$ cat src/design/owm_pkg.sv
`default_nettype none
// ----------------------------------------------------------------------------
// owm_pkg
// Shared types and constants for the 1-Wire master byte engine.
// ----------------------------------------------------------------------------
package owm_pkg;

  localparam int unsigned CfgW    = 10;
  localparam int unsigned CfgNum  = 6;
  localparam int unsigned CfgIdxW = 3;

  // register indexes on the configuration port
  localparam logic [CfgIdxW-1:0] REG_RESET_LOW     = 3'd0;
  localparam logic [CfgIdxW-1:0] REG_PRESENCE_WAIT = 3'd1;
  localparam logic [CfgIdxW-1:0] REG_RESET_REC     = 3'd2;
  localparam logic [CfgIdxW-1:0] REG_WRITE_SLOT    = 3'd3;
  localparam logic [CfgIdxW-1:0] REG_READ_SAMPLE   = 3'd4;
  localparam logic [CfgIdxW-1:0] REG_GAP           = 3'd5;

  // reset values of the timing registers, in microseconds
  localparam logic [CfgW-1:0] RST_RESET_LOW     = 10'd700;
  localparam logic [CfgW-1:0] RST_PRESENCE_WAIT = 10'd45;
  localparam logic [CfgW-1:0] RST_RESET_REC     = 10'd120;
  localparam logic [CfgW-1:0] RST_WRITE_SLOT    = 10'd60;
  localparam logic [CfgW-1:0] RST_READ_SAMPLE   = 10'd10;
  localparam logic [CfgW-1:0] RST_GAP           = 10'd10;

  typedef enum logic [1:0] {
    CMD_TICK  = 2'd0,
    CMD_RESET = 2'd1,
    CMD_WRITE = 2'd2,
    CMD_READ  = 2'd3
  } cmd_e;

  typedef enum logic [3:0] {
    PH_IDLE     = 4'd0,
    PH_RST_GAP  = 4'd1,
    PH_RST_LOW  = 4'd2,
    PH_RST_WAIT = 4'd3,
    PH_RST_REC  = 4'd4,
    PH_WR_PRE   = 4'd5,
    PH_WR_LOW   = 4'd6,
    PH_WR_DATA  = 4'd7,
    PH_WR_POST  = 4'd8,
    PH_WR_GAP   = 4'd9,
    PH_RD_GAP   = 4'd10,
    PH_RD_LOW   = 4'd11,
    PH_RD_WAIT  = 4'd12,
    PH_RD_POST  = 4'd13
  } phase_e;

  typedef struct packed {
    logic [CfgW-1:0] reset_low;
    logic [CfgW-1:0] presence_wait;
    logic [CfgW-1:0] reset_rec;
    logic [CfgW-1:0] write_slot;
    logic [CfgW-1:0] read_sample;
    logic [CfgW-1:0] gap;
  } cfg_t;

  typedef struct packed {
    phase_e          phase;
    logic [CfgW-1:0] tick_count;
    logic [2:0]      bit_index;
    logic [7:0]      shift_byte;
    logic            presence;
    logic [7:0]      read_byte;
  } eng_state_t;

  typedef struct packed {
    logic       drive_low;
    logic       busy;
    logic       done;
    logic       presence;
    logic [7:0] read_byte;
  } eng_res_t;

endpackage
`default_nettype wire

$ cat src/design/owm_step.sv
`default_nettype none
// ----------------------------------------------------------------------------
// owm_step
// One microsecond of engine behaviour: next state and the tick's result.
// ----------------------------------------------------------------------------
module owm_step (
  input  owm_pkg::cfg_t       cfg_i,
  input  owm_pkg::eng_state_t state_i,
  input  logic [1:0]          command_i,
  input  logic [7:0]          write_byte_i,
  input  logic                line_level_i,
  output owm_pkg::eng_state_t state_o,
  output owm_pkg::eng_res_t   res_o
);
  import owm_pkg::*;

  eng_state_t      start;
  logic [CfgW-1:0] raw_len;
  logic [CfgW-1:0] len;
  logic [CfgW:0]   tick_inc;
  logic            stay;
  logic            drive;

  // command start: only taken while idle
  always_comb begin
    start = state_i;
    if (state_i.phase == PH_IDLE) begin
      start.tick_count = '0;
      start.bit_index  = '0;
      case (cmd_e'(command_i))
        CMD_RESET: start.phase = PH_RST_GAP;
        CMD_WRITE: begin
          start.phase      = PH_WR_PRE;
          start.shift_byte = write_byte_i;
        end
        CMD_READ: begin
          start.phase      = PH_RD_GAP;
          start.shift_byte = '0;
        end
        default: start = state_i;
      endcase
    end
  end

  // phase length, zero counts as one tick
  always_comb begin
    case (start.phase)
      PH_RST_GAP:  raw_len = cfg_i.gap;
      PH_RST_LOW:  raw_len = cfg_i.reset_low;
      PH_RST_WAIT: raw_len = cfg_i.presence_wait;
      PH_RST_REC:  raw_len = cfg_i.reset_rec;
      PH_WR_DATA:  raw_len = cfg_i.write_slot;
      PH_WR_GAP:   raw_len = cfg_i.gap;
      PH_RD_GAP:   raw_len = cfg_i.gap;
      PH_RD_WAIT:  raw_len = cfg_i.read_sample;
      PH_RD_POST:  raw_len = cfg_i.gap;
      default:     raw_len = CfgW'(1);
    endcase
    len      = (raw_len == '0) ? CfgW'(1) : raw_len;
    tick_inc = {1'b0, start.tick_count} + (CfgW+1)'(1);
    stay     = tick_inc < {1'b0, len};
  end

  // line drive for the current phase
  always_comb begin
    case (start.phase)
      PH_RST_LOW, PH_WR_LOW, PH_RD_LOW: drive = 1'b1;
      PH_WR_DATA: drive = ~start.shift_byte[0];
      default:    drive = 1'b0;
    endcase
  end

  // next state
  always_comb begin
    state_o = start;
    if (start.phase != PH_IDLE) begin
      if (stay) begin
        state_o.tick_count = tick_inc[CfgW-1:0];
      end else begin
        state_o.tick_count = '0;
        case (start.phase)
          PH_RST_GAP: state_o.phase = PH_RST_LOW;
          PH_RST_LOW: state_o.phase = PH_RST_WAIT;
          PH_RST_WAIT: begin
            state_o.phase    = PH_RST_REC;
            state_o.presence = ~line_level_i;
          end
          PH_RST_REC: state_o.phase = PH_IDLE;
          PH_WR_PRE:  state_o.phase = PH_WR_LOW;
          PH_WR_LOW:  state_o.phase = PH_WR_DATA;
          PH_WR_DATA: state_o.phase = PH_WR_POST;
          PH_WR_POST: begin
            state_o.shift_byte = {1'b0, start.shift_byte[7:1]};
            if (start.bit_index == 3'd7) begin
              state_o.phase = PH_WR_GAP;
            end else begin
              state_o.phase     = PH_WR_PRE;
              state_o.bit_index = start.bit_index + 3'd1;
            end
          end
          PH_WR_GAP: state_o.phase = PH_IDLE;
          PH_RD_GAP: state_o.phase = PH_RD_LOW;
          PH_RD_LOW: state_o.phase = PH_RD_WAIT;
          PH_RD_WAIT: begin
            state_o.shift_byte = {line_level_i, start.shift_byte[7:1]};
            state_o.phase      = PH_RD_POST;
          end
          PH_RD_POST: begin
            if (start.bit_index == 3'd7) begin
              state_o.read_byte = start.shift_byte;
              state_o.phase     = PH_IDLE;
            end else begin
              state_o.phase     = PH_RD_GAP;
              state_o.bit_index = start.bit_index + 3'd1;
            end
          end
          default: state_o.phase = PH_IDLE;
        endcase
        if (state_o.phase == PH_IDLE) begin
          state_o.bit_index = '0;
        end
      end
    end
  end

  // tick result
  always_comb begin
    res_o.drive_low = (start.phase != PH_IDLE) && drive;
    res_o.busy      = (start.phase != PH_IDLE) && (state_o.phase != PH_IDLE);
    res_o.done      = (start.phase != PH_IDLE) && (state_o.phase == PH_IDLE);
    res_o.presence  = state_o.presence;
    res_o.read_byte = state_o.read_byte;
  end

endmodule
`default_nettype wire

$ cat src/design/one_wire_master_byte_engine.sv
`default_nettype none
// ----------------------------------------------------------------------------
// one_wire_master_byte_engine
// 1-Wire bus master: bus reset with presence detect, byte write, byte read.
// ----------------------------------------------------------------------------
// Each input word is one microsecond of bus time: it carries a command
// (taken only while idle), the byte to send and the sampled line level.
// Each accepted word yields exactly one result word with the open-drain
// drive for that microsecond, busy, done, the latest presence result and
// the latest read byte. One word is taken per clock cycle; the engine state
// is updated on acceptance and the result is registered in an output
// register at the same edge, and the input stays ready while that register
// is empty or being drained. Timing registers are written through the plain
// write port; the user must write them only while the engine is idle, which
// the block does not enforce; a value of zero counts as one microsecond.
module one_wire_master_byte_engine (
  input  logic                         clk_i,
  input  logic                         rst_ni,
  // configuration write port
  input  logic                         cfg_we_i,
  input  logic [owm_pkg::CfgIdxW-1:0]  cfg_idx_i,
  input  logic [owm_pkg::CfgW-1:0]     cfg_wdata_i,
  // input words
  input  logic                         s_axis_tvalid_i,
  output logic                         s_axis_tready_o,
  input  logic [15:0]                  s_axis_tdata_i,  // write_byte[7:0], line_level[8]
  input  logic [1:0]                   s_axis_tuser_i,  // command[1:0]
  // result words
  output logic                         m_axis_tvalid_o,
  input  logic                         m_axis_tready_i,
  // drive_low[0], busy_res[1], done_res[2], presence[3], read_byte[11:4]
  output logic [15:0]                  m_axis_tdata_o
);
  import owm_pkg::*;

  cfg_t       cfg_q;
  eng_state_t state_q, state_d;
  eng_res_t   res_q, res_d;
  logic       out_valid_q;
  logic       accept;

  assign s_axis_tready_o = ~out_valid_q | m_axis_tready_i;
  assign accept          = s_axis_tvalid_i & s_axis_tready_o;

  // timing registers; writes beyond the list are dropped
  always_ff @(posedge clk_i or negedge rst_ni) begin
    if (!rst_ni) begin
      cfg_q.reset_low     <= RST_RESET_LOW;
      cfg_q.presence_wait <= RST_PRESENCE_WAIT;
      cfg_q.reset_rec     <= RST_RESET_REC;
      cfg_q.write_slot    <= RST_WRITE_SLOT;
      cfg_q.read_sample   <= RST_READ_SAMPLE;
      cfg_q.gap           <= RST_GAP;
    end else if (cfg_we_i) begin
      case (cfg_idx_i)
        REG_RESET_LOW:     cfg_q.reset_low     <= cfg_wdata_i;
        REG_PRESENCE_WAIT: cfg_q.presence_wait <= cfg_wdata_i;
        REG_RESET_REC:     cfg_q.reset_rec     <= cfg_wdata_i;
        REG_WRITE_SLOT:    cfg_q.write_slot    <= cfg_wdata_i;
        REG_READ_SAMPLE:   cfg_q.read_sample   <= cfg_wdata_i;
        REG_GAP:           cfg_q.gap           <= cfg_wdata_i;
        default: ;
      endcase
    end
  end

  // per-microsecond step logic
  owm_step u_step (
    .cfg_i        (cfg_q),
    .state_i      (state_q),
    .command_i    (s_axis_tuser_i),
    .write_byte_i (s_axis_tdata_i[7:0]),
    .line_level_i (s_axis_tdata_i[8]),
    .state_o      (state_d),
    .res_o        (res_d)
  );

  // engine state advances only on an accepted word
  always_ff @(posedge clk_i or negedge rst_ni) begin
    if (!rst_ni) begin
      state_q <= '{phase: PH_IDLE, default: '0};
    end else if (accept) begin
      state_q <= state_d;
    end
  end

  // output register
  always_ff @(posedge clk_i or negedge rst_ni) begin
    if (!rst_ni) begin
      out_valid_q <= 1'b0;
    end else if (s_axis_tready_o) begin
      out_valid_q <= s_axis_tvalid_i;
    end
  end

  always_ff @(posedge clk_i) begin
    if (accept) begin
      res_q <= res_d;
    end
  end

  assign m_axis_tvalid_o = out_valid_q;
  assign m_axis_tdata_o  = {4'd0, res_q.read_byte, res_q.presence, res_q.done,
                            res_q.busy, res_q.drive_low};

endmodule
`default_nettype wire

$ cat config.mk
export PLATFORM = sky130hd
export DESIGN_NAME = one_wire_master_byte_engine
export DESIGN_NICKNAME = d
export VERILOG_FILES = /design/src/design/owm_pkg.sv /design/src/design/owm_step.sv /design/src/design/one_wire_master_byte_engine.sv
export SDC_FILE = /design/constraint.sdc
export NUM_CORES = 1
export LEC_CHECK = 0
export BUFFER_PORTS_ARGS = -buffer_cell sky130_fd_sc_hd__buf_2
export CAP_MARGIN = 20
export CORE_MARGIN = 4
export CORE_UTILIZATION = 45
export CTS_BUF_LIST = sky130_fd_sc_hd__clkbuf_4
export DETAILED_ROUTE_END_ITERATION = 10
export MAX_ROUTING_LAYER = met4
export PLACE_DENSITY = 0.7
export SYNTH_ARGS = -nofsm -noshare
export SYNTH_HDL_FRONTEND = slang
export SYNTH_SLANG_ARGS = --single-unit
export TNS_END_PERCENT = 100
$ cat constraint.sdc
create_clock -name clk_i -period 4.9 [get_ports clk_i]
set_clock_uncertainty 0.2 [all_clocks]
set_input_delay 0.49 -clock clk_i [delete_from_list [all_inputs] [get_ports clk_i]]
set_output_delay 0.49 -clock clk_i [all_outputs]
set_load 0.05 [all_outputs]
## After elaboration in Yosys (flattened, before gate mapping)

Index checks and enable logic that the tools add are counted.

- Register bits after elaboration: 107
- Input port bits: 36

- Add/sub/neg operators: 2
- $lt $le $gt $ge: 1
- Equality and inequality tests: 22
- Mux-type cells: 23
- Bitwise logic cells: 5
- Reductions and logical operators: 20

Operators by type and width:

| cell | number |
|---|---|
| $mux W34 | 2 |
| $pmux W10 S6 | 1 |
| $pmux W4 S11 | 1 |
| $pmux W8 S2 | 2 |
| $eq A4 B4 Y1 const B | 6 |
| $mux W10 | 2 |
| $mux W20 | 1 |
| $mux W4 | 5 |
| $eq A4 B3 Y1 const B | 4 |
| $mux W8 | 2 |
| $mux W13 | 1 |
| $logic_not A4 Y1 | 3 |
| $pmux W4 S3 | 1 |
| $reduce_and A2 Y1 | 6 |
| $add A10 B1 Y11 const B | 1 |
| $lt A11 B10 Y1 | 1 |
| $logic_not A10 Y1 | 1 |
| $eq A3 B3 Y1 const B | 3 |
| $mux W3 | 3 |
| $eq A4 B2 Y1 const B | 2 |
| $reduce_bool A4 Y1 | 2 |
| $eq A3 B2 Y1 const B | 2 |
| $reduce_or A3 Y1 | 2 |
| $eq A2 B2 Y1 const B | 2 |
| 13 further kinds | 17 |

## Depth between registers and ports, before layout

- Depth after elaboration: 18
- Depth in mapped cells: 23
- Gate-level depth less buffers: 20

## By module

From an unflattened synthesis, not the netlist that was laid out.

- Cell total of the unflattened synthesis: 535
- Area total of the unflattened synthesis: 6236.0 um^2

By module, submodules not included:

| module | instances | cells an instance | area an instance (um^2) |
|---|---|---|---|
| one_wire_master_byte_engine | 1 | 225 | 4006.3 |
| owm_step | 1 | 310 | 2229.6 |

## Worst setup path before layout

OpenSTA, ideal clock, no wires.

- Kind: input -> register
- From: in s_axis_tuser_i[0]
- To: reg res_q, in the netlist m_axis_tdata_o[10], data pin
- Data arrival time: 4209 ps
- Data required time: 4440 ps
- Slack: 231 ps
- Cell stages on the path: 22
- Cells stage by stage: inv_1 > ha_1 > buf_4 > nor4_1 > nand2_1 > and2_1 > ha_1 > nand3_1 > nor2_1 > nand3_1 > xor2_1 > nor2_1 > ha_1 > and3_1 > nand4_1 > a221oi_1 > nand3_1 > a221oi_2 > a21oi_2 > buf_6 > nor2_4 > mux2_2

RTL lines:

| what | RTL line | text |
|---|---|---|
| start: declaration | one_wire_master_byte_engine.sv:27 | `input logic [1:0] s_axis_tuser_i,` |
| end signal: assignment | one_wire_master_byte_engine.sv:98 | `res_q <= res_d;` |
| end: declaration | one_wire_master_byte_engine.sv:38 | `eng_res_t res_q, res_d;` |

## Final worst setup path

- From: reg state_q[31] in the netlist's numbering
- To: reg state_q[17] in the netlist's numbering

- Longest elaborated chain between the ends: 11
- Elaborated cells on any way between the ends: 37

RTL lines:

| what | RTL line | text |
|---|---|---|
| start: declaration | one_wire_master_byte_engine.sv:37 | `eng_state_t state_q, state_d;` |
| start signal: assignment | one_wire_master_byte_engine.sv:83 | `state_q <= state_d;` |
| $logic_not A4 Y1 | owm_step.sv:27 | `if (state_i.phase == PH_IDLE) begin` |
| $mux W34 * | owm_step.sv:27 |  |
| branches (longest 8 deep; another with $lt A11 B10 Y1) | n/a |  |
| $mux W34 * | owm_step.sv:76 | `if (start.phase != PH_IDLE) begin` |

Every way passes the cells marked *. The select of a mux whose other input is x is not followed.
A chain may end at the register's enable or synchronous reset.

==> impl_metrics.ini <==
[placed_design]
portBuffers = 42
place_area_um2 = 6530
place_congestion = 0.914
place_ws_ns = -0.207
place_hpwl_um = 10300

[logic_synthesis]
seq_area_frac_synth_pct = 47.2
synthFlopType = dfrtp_1
syn-cell-area_um2 = 5860
synth_edf_count = 12
synth_area_per_cell_um2 = 11.3
ys.warnings.count = 0
synth_cells = 521
synth_cell_types = 66
async_reset_ff_share_pct = 88.8
ys_ff_latch = 107

[finish]
ff_latch_area_um2 = 2770
final_layout_size_suffix_gt1_share_pct = 36.3
fillers = 1136
antennaDiodeCount = 0
multi_input_area_um2 = 2970
fin_area_um2 = 6710
fin_nets = 650
areaGrowthSynthToFinish_pct = 14.4

[clock_network]
numCtsBuffers = 9
cts_htree_levels = 3
cts_setup_buffers = 0
clk_latency_ns = 0.50
cts_buffer_depth = 2
cts_sinks = 107
cts.clk_slew.worst_paths_ns = 0.17
root_buffer = clkbuf_4
cts_tree = done

[critical_path]
crit_path_max_fanout = 17
cp_slowest_cell = or4_1
worstPathArrival_ns = 4.93
crit_required_ns = 5.11
cpLargestDelayFamily = simple AND/OR/NAND/NOR gates
path_buf_inv = 2
endpoint_kind = flip-flop
crit_type = flip-flop to flip-flop
crit_path_start_kind = flip-flop
cpPeakStageDelay_ns = 0.57
crit_path_cell_trace = buf_4 -> or4_1 -> o21ai_1 -> a211o_1 -> nand2_1 -> a221oi_1 -> ha_1 -> and4_1 -> nand4_1 -> a221oi_1 -> nand3_1 -> a221oi_4 -> a21oi_2 -> buf_4 -> or4_1 -> a22oi_1

[detailed_routing]
wirelength_um = 13900
wl_per_cell_um = 17.9
met3_length_um = 575
drt_iter0_markers = 489
drtAntennaViolNets = 0
routed_via_density = 5.87
routed.top_layer = met4
drc = 0
vias = 4553
drt-met1-wl_um = 6230
routed-wl-met2_um = 6910
drt_pre_antenna_iters = 5

[timing]
finalSetupTns_ns = 0
tightest_slew_ns = 0.879
setup_viol = 0
hold_viol = 0
maxSlewViolCount = 0
period_minus_slack_ns = 4.71
clock.fmax_mhz = 212
slew_headroom_pct = 39.9
rsz0062_at_grt = false
setup_ws_ns = 0.185
holdWs_ns = 0.0708
finalCritPeriodShare_pct = 96.2

[flow_run]
maxCapViolations = 0

[die]
dieHeight_um = 122
start_util_pct = 46.3
core_area_um2 = 12700
io_pins = 54
die_area_um2 = 14900
num_rows = 41
fp.dieW_um = 122

[power_and_ir_drop]
worst_ir_drop_vdd_mv = 0.270
finalPower_w = 0.00332
power.leakage_nw = 2.87
powerDensity_nw_per_um2 = 495

[grt]
grt_pass1_vias = 4527
grt_use_total_pct = 20.1
grt_max_degree = 54
grt_pass1_wl_um = 22900
antenna_found_initial = 0
gr-total-overflow = 0

[status]
outcome = complete, no violations

[min_path]
hold_path_class = primary input to flip-flop
-- layer usage --
layer	vias to the layer above	global-route usage (%)
met5	-	-
met4	0	5.25
met3	17	4.09
met2	113	32.8
met1	2296	25.7
li1	2127	-
-- placed cells by master (no fill, tap or decap), drive strengths merged, types with 5 or more instances in the layout --
cell	n
nor3	8
ha	15
or3	9
mux2	79
o211ai	9
a21oi	10
mux2i	8
a221oi	11
a22o	17
nor4	6
nand4	5
nand3	8
buf	88
nand2	48
inv	11
xor2	5
o21ai	14
a31oi	5
and2	8
nand2b	5
edfxtp	12
dfrtp	73
dfstp	22
a221o	8
nor2	34
clkbuf	10
-- report_power, final --
part	leakage (nW)	internal (W)	total, W	switching [W]
combinational	1.53	0.000737	0.00163	0.000896
sequential	1.27	0.00112	0.00125	0.000135
clock	0.0753	0.000122	0.000440	0.000318
total	2.87	0.00197	0.00332	0.00135
-- logic make-up (layout without fill, tap and decap cells) --
kind of cell	Yosys count	in the layout	synth area share, %
and+or+nand+nor	154	154	13.7
AOI/OAI and AO/OA	113	113	15.0
other	1	4	0.0639
DFF	107	107	47.2
buffers and inverters	35	115	3.01
adders and majority gates	15	15	3.20
xor gates and xnor gates	9	9	1.34
muxes	87	87	16.5
-- tightest hold or removal path, cell delays in order --
cell,delay [ns]
buf_2,0.07
nand2b_1,0.12
nand2b_1,0.07
-- synthesized netlist by cell type (3+ instances only) --
master | count | share of area [%]
mux2_2 | 79 | 15
dfrtp_1 | 73 | 31
nand2_1 | 48 | 3.1
nor2_1 | 32 | 2.0
dfstp_2 | 22 | 9.9
a22o_1 | 17 | 2.5
ha_1 | 15 | 3.2
clkbuf_1 | 13 | 0.83
edfxtp_1 | 12 | 6.1
o21ai_0 | 12 | 1.0
a221oi_1 | 10 | 1.5
a21oi_1 | 9 | 0.77
o211ai_1 | 9 | 1.2
or3_1 | 9 | 0.96
a221o_1 | 8 | 1.4
and2_1 | 8 | 0.85
mux2i_1 | 8 | 1.4
nand3_1 | 8 | 0.68
inv_1 | 7 | 0.45
nor3_1 | 7 | 0.60
buf_2 | 6 | 0.51
buf_4 | 6 | 0.77
nor4_1 | 6 | 0.64
a31oi_1 | 5 | 0.53
nand2b_1 | 5 | 0.53
nand4_1 | 5 | 0.53
xor2_1 | 5 | 0.75
a211oi_1 | 4 | 0.51
a21o_1 | 4 | 0.51
and3_1 | 4 | 0.43
nor4b_1 | 4 | 0.60
o2bb2ai_1 | 4 | 0.60
xnor2_1 | 4 | 0.60
a31o_2 | 3 | 0.45
a32oi_1 | 3 | 0.45
o31a_1 | 3 | 0.45
or4_1 | 3 | 0.38
-- area by class of cell --
class	count	share of cell area [%]
clock buffers	10	1.12
clock inverters	6	0.820
inverters	8	0.447
multi-input cells	382	44.2
flip-flops and latches	107	41.2
well taps	172	3.21
repair buffers	91	8.95
-- final timing paths --
check / start / end / slack, ns / depth (start not counted)
max reg2reg: state_q[31]$_DFFE_PN0P_ / state_q[17]$_DFFE_PN0P_ / 0.19 / 16
min reg2reg: state_q[11]$_DFFE_PN0P_ / state_q[11]$_DFFE_PN0P_ / 0.33 / 2
min: m_axis_tready_i / m_axis_tvalid_o$_DFFE_PN0N_ / 0.07 / 3
min in group asynchronous: rst_ni / state_q[29]$_DFFE_PN0P_ / 0.35 / 2
max: state_q[31]$_DFFE_PN0P_ / state_q[17]$_DFFE_PN0P_ / 0.19 / 16
max in group asynchronous: rst_ni / cfg_q[24]$_DFFE_PN1P_ / 3.13 / 3
-- flip-flops by register name, indices dropped and copies added, names as in the netlist --
register	flops
m_axis_tvalid_o	1
state_q	34
m_axis_tdata_o	12
cfg_q	60
-- per-stage QoR --
stage / util, % / cells
after floorplan: - / 524
after global placement: 51.6 / 757
after detailed placement: 51.6 / 757
after CTS: 52.8 / 776
after global routing: 53.0 / 776
final: 53.0 / 776
-- what timing repair did --
action                                 4_1_cts  5_1_grt
endpoints found under the hold margin       50        0
setup endpoints to repair                    0       11
hold buffers                                 3        0
gates resized for setup                      0        3
(Power assumes the default switching activity.)
